File: src/rtl/plti_pkg.sv
// shared types, widths and codes of the piecewise linear table interpolator
package plti_pkg;

  // table geometry
  localparam int MAX_POINTS = 512;
  localparam int AW         = $clog2(MAX_POINTS);
  localparam int CNT_W      = $clog2(MAX_POINTS + 1);

  // field widths
  localparam int TIME_W    = 16;
  localparam int VAL_W     = 16;
  localparam int ENTRY_W   = TIME_W + VAL_W;
  localparam int CFG_W     = 10;
  localparam int CFG_IDX_W = 1;
  localparam int EPS_W     = 8;

  // serial divider widths
  localparam int DIVD_W    = 32;
  localparam int DIVS_W    = 16;
  localparam int DIV_CNT_W = $clog2(DIVD_W);

  // configuration register indexes
  localparam logic [CFG_IDX_W-1:0] REG_POINT_COUNT = 1'd0;
  localparam logic [CFG_IDX_W-1:0] REG_EPSILON     = 1'd1;

  // request types
  localparam logic REQ_LOAD  = 1'b0;
  localparam logic REQ_QUERY = 1'b1;

  // clamp side codes
  localparam logic [1:0] SIDE_INTERP = 2'd0;
  localparam logic [1:0] SIDE_LOW    = 2'd1;
  localparam logic [1:0] SIDE_HIGH   = 2'd2;

  typedef struct packed {
    logic                    req_type;
    logic [8:0]              point_index;
    logic [TIME_W-1:0]       point_time;
    logic signed [VAL_W-1:0] point_value;
    logic [TIME_W-1:0]       query_time;
  } in_item_t;

  typedef struct packed {
    logic signed [VAL_W-1:0] result_value;
    logic [1:0]              clamp_side;
  } out_item_t;

  typedef struct packed {
    logic              start;
    logic [DIVD_W-1:0] dividend;
    logic [DIVS_W-1:0] divisor;
  } div_req_t;

  typedef struct packed {
    logic              busy;
    logic              done;
    logic [DIVD_W-1:0] quotient;
  } div_rsp_t;

endpackage

File: src/rtl/plti_div.sv
// restoring serial divider, one quotient bit per cycle
module plti_div (
  input  logic               clk,
  input  logic               rst_n,
  input  plti_pkg::div_req_t req,
  output plti_pkg::div_rsp_t rsp
);
  import plti_pkg::*;

  logic [DIVS_W-1:0]    rem_r;
  logic [DIVD_W-1:0]    quo_r;
  logic [DIVS_W-1:0]    dvs_r;
  logic [DIV_CNT_W-1:0] cnt_r;
  logic                 busy_r;
  logic                 done_r;

  logic [DIVS_W:0]   rem_sh;
  logic              ge;
  logic [DIVS_W:0]   rem_sub;

  // shift one dividend bit into the partial remainder and try the subtract
  always_comb begin
    rem_sh  = {rem_r, quo_r[DIVD_W-1]};
    ge      = (rem_sh >= {1'b0, dvs_r});
    rem_sub = rem_sh - {1'b0, dvs_r};
  end

  always_ff @(posedge clk) begin
    if (!rst_n) begin
      busy_r <= 1'b0;
      done_r <= 1'b0;
    end else begin
      done_r <= 1'b0;
      if (req.start && !busy_r) begin
        rem_r  <= '0;
        quo_r  <= req.dividend;
        dvs_r  <= req.divisor;
        cnt_r  <= DIV_CNT_W'(DIVD_W - 1);
        busy_r <= 1'b1;
      end else if (busy_r) begin
        rem_r <= ge ? rem_sub[DIVS_W-1:0] : rem_sh[DIVS_W-1:0];
        quo_r <= {quo_r[DIVD_W-2:0], ge};
        cnt_r <= cnt_r - DIV_CNT_W'(1);
        if (cnt_r == '0) begin
          busy_r <= 1'b0;
          done_r <= 1'b1;
        end
      end
    end
  end

  assign rsp.busy     = busy_r;
  assign rsp.done     = done_r;
  assign rsp.quotient = quo_r;

  a_done_single: assert property (@(posedge clk) disable iff (!rst_n)
    rsp.done |=> !rsp.done)
    else $error("divider done held longer than one cycle");

  a_start_runs: assert property (@(posedge clk) disable iff (!rst_n)
    (req.start && !rsp.busy) |=> (rsp.busy && !rsp.done))
    else $error("divider did not start running");

endmodule

File: config.mk
export PLATFORM = sky130hd
export DESIGN_NAME = plti_div
export DESIGN_NICKNAME = d
export VERILOG_FILES = /design/src/rtl/plti_pkg.sv /design/src/rtl/plti_div.sv
export SDC_FILE = /design/constraint.sdc
export NUM_CORES = 1
export LEC_CHECK = 0
export BUFFER_PORTS_ARGS = -buffer_cell sky130_fd_sc_hd__buf_4
export CORE_ASPECT_RATIO = 1.2
export CORE_MARGIN = 5
export CORE_UTILIZATION = 55
export CTS_BUF_LIST = sky130_fd_sc_hd__clkbuf_4
export DETAILED_ROUTE_END_ITERATION = 16
export PLACE_DENSITY = 0.81
export SYNTH_ARGS = -nofsm -noshare
export SYNTH_HDL_FRONTEND = slang
export SYNTH_SLANG_ARGS = --single-unit
File: constraint.sdc
create_clock -name clk -period 5.5 [get_ports clk]
set_input_delay 1.65 -clock clk [delete_from_list [all_inputs] [get_ports clk]]
set_output_delay 1.65 -clock clk [all_outputs]
set_load 0.005 [all_outputs]
Word level (Yosys, flattened, before mapping). Index checks and enable logic that the tools add are counted.

Flip-flop bits (word level): 71. Latch bits: 0. RAM bits: 0. Bits in read-only memories: 0. Input bits: 51. Output and inout port bits: 34. Logic and storage cells: 27. Memories: 0.

Add/subtract/negate cells: 2. Multiply operators: 0. Divide/modulo/power cells: 0. Order comparisons: 1. Equal/unequal tests: 0. Shifts and indexed selects: 0. Muxes and demuxes: 9. Bitwise gates (word level): 2. Reductions and logical operators: 7.

Operators by type and width (count): $mux W32 (2); $mux W16 (2); $ge A17 B16 Y1 (1); $sub A16 B16 Y16 (1); $logic_not A5 Y1 (1); $mux W5 (1); $sub A5 B1 Y5 const B (1); $mux W1 (4); $reduce_and A2 Y1 (2); $reduce_or A3 Y1 (1); $not A1 Y1 (2); $reduce_bool A2 Y1 (1); $logic_and A1 B1 Y1 (1); $logic_not A1 Y1 (1).

Depth between registers and ports, before layout. Gate-level depths: netlist of run 1.

Word-level depth: 4. Depth in mapped cells: 10. Mapped depth without buffers: 10.

Worst setup path before layout of run 1. OpenSTA, ideal clock, no wires.

Path type: in2reg. Start point: input req[48] in the netlist's numbering. End point: register cnt_r[0] (enable). Library setup time: 0.407 ns. Arrival time: 2.794 ns. Required time: 5.093 ns. Slack: 2.299 ns. Cell stages on the path: 2. Buffers on the path: 0. Cells stage by stage: o21ai_0 -> inv_1.

Word-level cells in the longest chain between the ends: 3.

RTL lines: start, declared (RTL line plti_div.sv:5) `input plti_pkg::div_req_t req,`; $logic_and A1 B1 Y1 (RTL line plti_div.sv:34) `if (req.start && !busy_r) begin`; $reduce_bool A2 Y1 (no source line); $reduce_and A2 Y1 (no source line); end signal, assigned (RTL line plti_div.sv:38) `cnt_r <= DIV_CNT_W'(DIVD_W - 1);`; end signal, assigned (RTL line plti_div.sv:43) `cnt_r <= cnt_r - DIV_CNT_W'(1);`; end, declared (RTL line plti_div.sv:13) `logic [DIV_CNT_W-1:0] cnt_r;`.

Every way passes these cells. A chain may end at the register's enable or synchronous reset.

Worst setup path in the final report of run 1.
Start point: register rem_r[7]. End point: register rem_r[6] (data pin).

Word-level cells in the longest chain between the ends: 3.

RTL lines: start, declared (RTL line plti_div.sv:10) `logic [DIVS_W-1:0] rem_r;`; start signal, assigned (RTL line plti_div.sv:41) `rem_r <= ge ? rem_sub[DIVS_W-1:0] : rem_sh[DIVS_W-1:0];`; $ge A17 B16 Y1 (RTL line plti_div.sv:24) `ge = (rem_sh >= {1'b0, dvs_r});`; $mux W16 (RTL line plti_div.sv:41); $mux W16 (RTL line plti_div.sv:40) `end else if (busy_r) begin`.

Every way passes these cells. The select of a mux whose other input is x is not followed.

==> results of run 1 <==
## cell usage in the layout, fill, tap and decap left out, types with 4 or more instances in the layout
master and n:
clkbuf_4 9, xnor2_1 10, nand2_1 111, ha_1 17
buf_4 87, mux2i_1 7, edfxtp_1 69, nor2_1 16
o21ai_0 12, o21a_1 4, nor2_2 4, nand3_1 5
a21oi_1 18, a211oi_2 5, inv_1 24, nand2b_1 5
## sequential cells by signal (all words and copies together), names as in the netlist
name	cells
quo_r	32
dvs_r	16
rem_r	16
cnt_r	5
busy_r	1
done_r	1
## per-layer routing
metal | vias to the layer above | GRT usage (%)
met4 | 0 | 5.12
met3 | 7 | 7.24
li1 | 1436 | -
met2 | 104 | 34.2
met5 | - | 0
met1 | 1310 | 25.4
## worst max-delay path, delay by kind of cell (launching register included)
family / cells / cell delay, ps
AND/OR/NAND/NOR: 4 / 660
flip-flops: 1 / 440
AO/OA/AOI/OAI: 1 / 430
adder cells (fa/ha/maj): 1 / 420
buffers and inverters: 1 / 360
multiplexers: 1 / 260
## where the power goes
| part | internal [mW] | switching [mW] | leakage (nW) |
|---|---|---|---|
| Combinational | 0.146 | 0.173 | 1.30 |
| Clock | 0.139 | 0.200 | 0.0739 |
| Sequential | 0.653 | 0.0257 | 0.672 |
## final cells by class
type	instances	area, sq um
fillers	520	2200
flip-flops and latches	71	2110
multi-input cells	253	1510
repair buffers	87	653
well taps	87	109
inverters	25	93.8
clock inverters	7	72.6
clock buffers	9	67.6
## cell families (layout without fill, tap and decap cells)
family	count (synthesis)	after routing	synth area share [%]
and+or+nand+nor	158	158	17.8
DFF	71	71	55.4
AOI/OAI and AO/OA	57	57	10.7
buffers and inverters	41	128	5.12
adders and majority gates	18	18	6.11
xor gates and xnor gates	13	13	2.99
muxes	7	7	1.84
## through the flow
| step | setup WS (ps) | util, % |
|---|---|---|
| final | 2660 | 67.7 |
| after CTS | 2660 | 67.7 |
| after global routing | 2470 | 67.7 |
| after detailed placement | 2370 | 65.7 |
| after global placement | 2410 | 65.7 |
| after floorplan | 2300 | - |
## worst max path at each step
stage                                       start                     end  slack, ps  cells after the start
final                      rem_r[7]$_SDFFCE_PP0P_  rem_r[6]$_SDFFCE_PP0P_       2660                      8
after CTS                  rem_r[7]$_SDFFCE_PP0P_  rem_r[6]$_SDFFCE_PP0P_       2660                      8
after global routing      rem_r[11]$_SDFFCE_PP0P_  rem_r[4]$_SDFFCE_PP0P_       2470                      8
after floorplan                           req[48]  cnt_r[0]$_SDFFCE_PP1P_       2300                      2
after detailed placement                  req[48]      quo_r[6]$_DFFE_PP_       2370                      3
after global placement                    req[48]     quo_r[15]$_DFFE_PP_       2410                      3
==> reports/results.tsv, run 1 <==
metric	value	unit
met1 wire length	3500	um
fmax	352	MHz
CP Cell Sequence	ha_1, nand2_2, nor4_1, nor3_2, o41ai_4, buf_4, mux2i_1, nor2_1	
reg2reg end	rem_r[6]$_SDFFCE_PP0P_	
met2 routed wirelength	4060	um
total track usage	20.4	%
clock sinks	71	
input/output buffers	84	
Setup Fix Bufs, Post-CTS	0	
PwrDens	290	nW/um^2
Synth top cells by count	111 x nand2_1, 69 x edfxtp_1, 25 x inv_1	
post-cts sizing count	0	
Design Power	1.34	mW
post-synth top area cell	edfxtp_1	
routed len/inst	15.5	um
initial antenna violation count	0	
Slowest cell on crit path	edfxtp_1	
largest net degree at the start of global routing	54	
Hold Path Depth	2	
max-slew violation count	0	
Final Cycle Share	51.7	%
status	complete, no violations	
share of cells above drive strength 1	26.3	%
DRT iter0 DRCs	174	
# setup viols final	0	
Hold Path Class	reg2reg	
Seq/Total Area, Yosys	55.4	%
Worst-path clk slew	130	ps
Hold Startpoint	quo_r[4]$_DFFE_PP_	
hold-fix buffers at CTS	0	
Post-Place Cells	523	
worst slew pin tran	1130	ps
core box area	6810	sq um
TNS Setup	0	ps
RD Place Congestion	0.900	
Worst Hold End	quo_r[5]$_DFFE_PP_	
Post-DP HPWL	5890	um
via count	2857	
final hold slack	564	ps
CP max stage delay	440	ps
worst reg2reg path startpoint	rem_r[7]$_SDFFCE_PP0P_	
Top Ports	85	
H-tree Lvls	3	
R2R depth	8	
synth-to-layout area growth	21.1	%
NumNets Final	516	
Post-Syn Area	3810	sq um
Die Ht	101	um
max cap viols	0	
Max FO, Critical Path	17	
WP data arrival	3010	ps
row count	33	
CTS buffer count	9	
final WL	8360	um
CTS tree	yes	
top cell type's share of synthesized area	54.4	%
Max-slew headroom	24.6	%
Setup Crit Path Kind	reg2reg	
#FFs+latches synth	71	
Avg Inst Size Synth	10.4	sq um
Die Footprint	8700	sq um
Synth cell types	49	
reg2reg setup slack	2660	ps
final std cells w/o fill	539	
cells after synthesis	365	
Worst Setup End Kind	flop	
Final min period	2840	ps
peak supply drop	0.195	mV
Yosys Warn Count	0	
CTS root buffer	clkbuf_4	
Clock Latency Late Sink	420	ps
GR Overflow Total	0	
final instance area	4610	sq um
nature of the critical path startpoint	flop	
met3 wire length	719	um
Fin. Hold Viols	0	
Starting Density	55.9	%
main area contributors after synthesis	edfxtp_1 54%, nand2_1 11%, ha_1 5.6%	
diodes inserted	0	
DRT Pass-1 Iters	4	
vias in the first global route	2958	
DP Area	4470	sq um
most numerous cell in the Yosys netlist	nand2_1	
Setup Skew	18.1	ps
vias per cell	5.30	
syn_nets	434	
Final ANT Viol Nets	0	
Pleak	2.04	nW
clk buf depth	2	
chip width	86.0	um
asr flop ratio synth	0	%
RSZ-0062 raised after global routing	false	
first-pass GRT wire length	13700	um
DRC errors left	0	
Max Used Layer	met4	
Top FF cell, synth	edfxtp_1	
Critical Path RT	5670	ps
EDFF count, synth	69	
No activity file was read; power rests on OpenSTA's default activity.
==> run 2, diff against run 1 <==
==> constraint.sdc (replaced) <==
create_clock -name clk -period 2.9 [get_ports clk]
set_input_delay 0.87 -clock clk [delete_from_list [all_inputs] [get_ports clk]]
set_output_delay 0.87 -clock clk [all_outputs]
set_load 0.005 [all_outputs]
==> reports/results.tsv, run 2 (synthesis results as in run 1) <==
metric	value	unit
vias in the first global route	3032	
final WL	8420	um
Crit path buffers/inverters	1	
initial antenna violation count	0	
Max-slew headroom	67.3	%
CP Cell Sequence	ha_1, a21oi_1, o21ai_0, a41oi_2, o41ai_4, buf_4, o21ai_0, a21oi_1	
CTS buffer count	9	
via count	2957	
routed len/inst	15.4	um
peak supply drop	0.472	mV
chip width	86.0	um
row count	33	
synth-to-layout area growth	23.3	%
PwrDens	561	nW/um^2
Worst-path clk slew	120	ps
RSZ-0062 raised after global routing	false	
Clock Latency Late Sink	420	ps
Die Footprint	8700	sq um
Setup Fix Bufs, Post-CTS	0	
Pleak	2.09	nW
DRC errors left	0	
diodes inserted	0	
Post-DP HPWL	6300	um
core box area	6810	sq um
DP Area	4530	sq um
most frequent cells in the layout	111 x nand2_1, 92 x buf_4, 69 x edfxtp_1	
NumNets Final	522	
DRT Pass-1 Iters	4	
# setup viols final	0	
fmax	385	MHz
total track usage	20.3	%
Fillers	515	
clk buf depth	2	
CP max stage delay	430	ps
TNS Setup	0	ps
Setup Skew	13.5	ps
Hold Startpoint	quo_r[5]$_DFFE_PP_	
Die Ht	101	um
Reg with most FFs	quo_r	
final instance area	4700	sq um
DRT iter0 DRCs	205	
cell family with most CP delay	compound AO/OA/AOI/OAI gates	
Worst Setup SP	rem_r[11]$_SDFFCE_PP0P_	
Max FO, Critical Path	14	
Worst Setup End Kind	flop	
hold-fix buffers at CTS	0	
Final min period	2600	ps
worst reg2reg path startpoint	rem_r[11]$_SDFFCE_PP0P_	
status	complete, no violations	
input/output buffers	84	
H-tree Lvls	3	
CTS tree	yes	
RD Place Congestion	0.922	
number of flip-flops in the largest register	32	
Final Cycle Share	89.5	%
Slowest cell on crit path	ha_1	
vias per cell	5.43	
Final ANT Viol Nets	0	
nature of the critical path startpoint	flop	
max-slew violation count	0	
Finished Core Util	69.0	%
Hold Path Class	reg2reg	
Starting Density	55.9	%
CTS root buffer	clkbuf_4	
Top Ports	85	
most common cell after layout, fill and taps aside	nand2_1	
Fin. Hold Viols	0	
largest net degree at the start of global routing	38	
Setup Crit Path Kind	reg2reg	
DP Worst Slack	202	ps
Design Power	2.63	mW
share of cells above drive strength 1	27.5	%
clock sinks	71	
first-pass GRT wire length	13800	um
WP data arrival	2770	ps
biggest regs	quo_r (32), dvs_r (16), rem_r (16)	
worst slew pin tran	489	ps
Critical Path RT	3080	ps
GR Overflow Total	0	
Final Worst Setup Slack	304	ps
max cap viols	0	
==> run 2: cell types whose count changed in the layout (fill, tap and decap cells not counted) <==
cell / delta
buf_4: +5
clkinv_4: -2
a41oi_1: -1
a41oi_2: +1
buf_12: +1
bufinv_16: +1
inv_6: +1
==> run 2: final cells by class <==
| type | count | area, sq um | share of cell area (%) |
|---|---|---|---|
| Tap cell | 87 | 109 | 2.32 |
| Clock inverter | 7 | 93.8 | 2.00 |
| Clock buffer | 9 | 67.6 | 1.44 |
| Multi-Input combinational cell | 253 | 1510 | 32.2 |
| Sequential cell | 71 | 2110 | 44.9 |
| Timing Repair Buffer | 93 | 711 | 15.1 |
| Inverter | 25 | 93.8 | 2.00 |
==> run 2: report_power, final <==
| part | internal (mW) | total [mW] | switching, mW |
|---|---|---|---|
| combinational | 0.290 | 0.625 | 0.335 |
| clock | 0.351 | 0.724 | 0.373 |
| sequential | 1.24 | 1.29 | 0.0484 |
| total | 1.88 | 2.63 | 0.756 |
==> run 2: path summary, 6_finish.rpt <==
path                              to  slack, ps  cells after the start
max          rem_r[15]$_SDFFCE_PP0P_        300                      8
min reg2reg       quo_r[6]$_DFFE_PP_        560                      2
min               quo_r[6]$_DFFE_PP_        560                      2
max reg2reg  rem_r[15]$_SDFFCE_PP0P_        300                      8
==> run 2: per-layer routing <==
metal	track usage, %	wire length, um	vias up
met5	0	0	-
met4	7.92	122	0
met3	7.16	756	12
met2	33.7	4150	109
met1	24.3	3390	1393
li1	-	-	1443
==> run 2: metrics by stage <==
step,cells,hold slack (ps)
after floorplan,365,493
after global placement,529,527
after detailed placement,529,533
after CTS,545,567
after global routing,545,576
final,545,562
==> run 2: timing repair <==
action / 4_1_cts / 5_1_grt
setup endpoints to repair: 0 / 4
resized for setup: 0 / 1
hold endpoints to repair: 0 / 0
==> run 2: worst min-delay path: cells and delay by family, from the launching register on <==
kind | cells | cell delay, ps
simple gates | 2 | 100
flops | 1 | 360
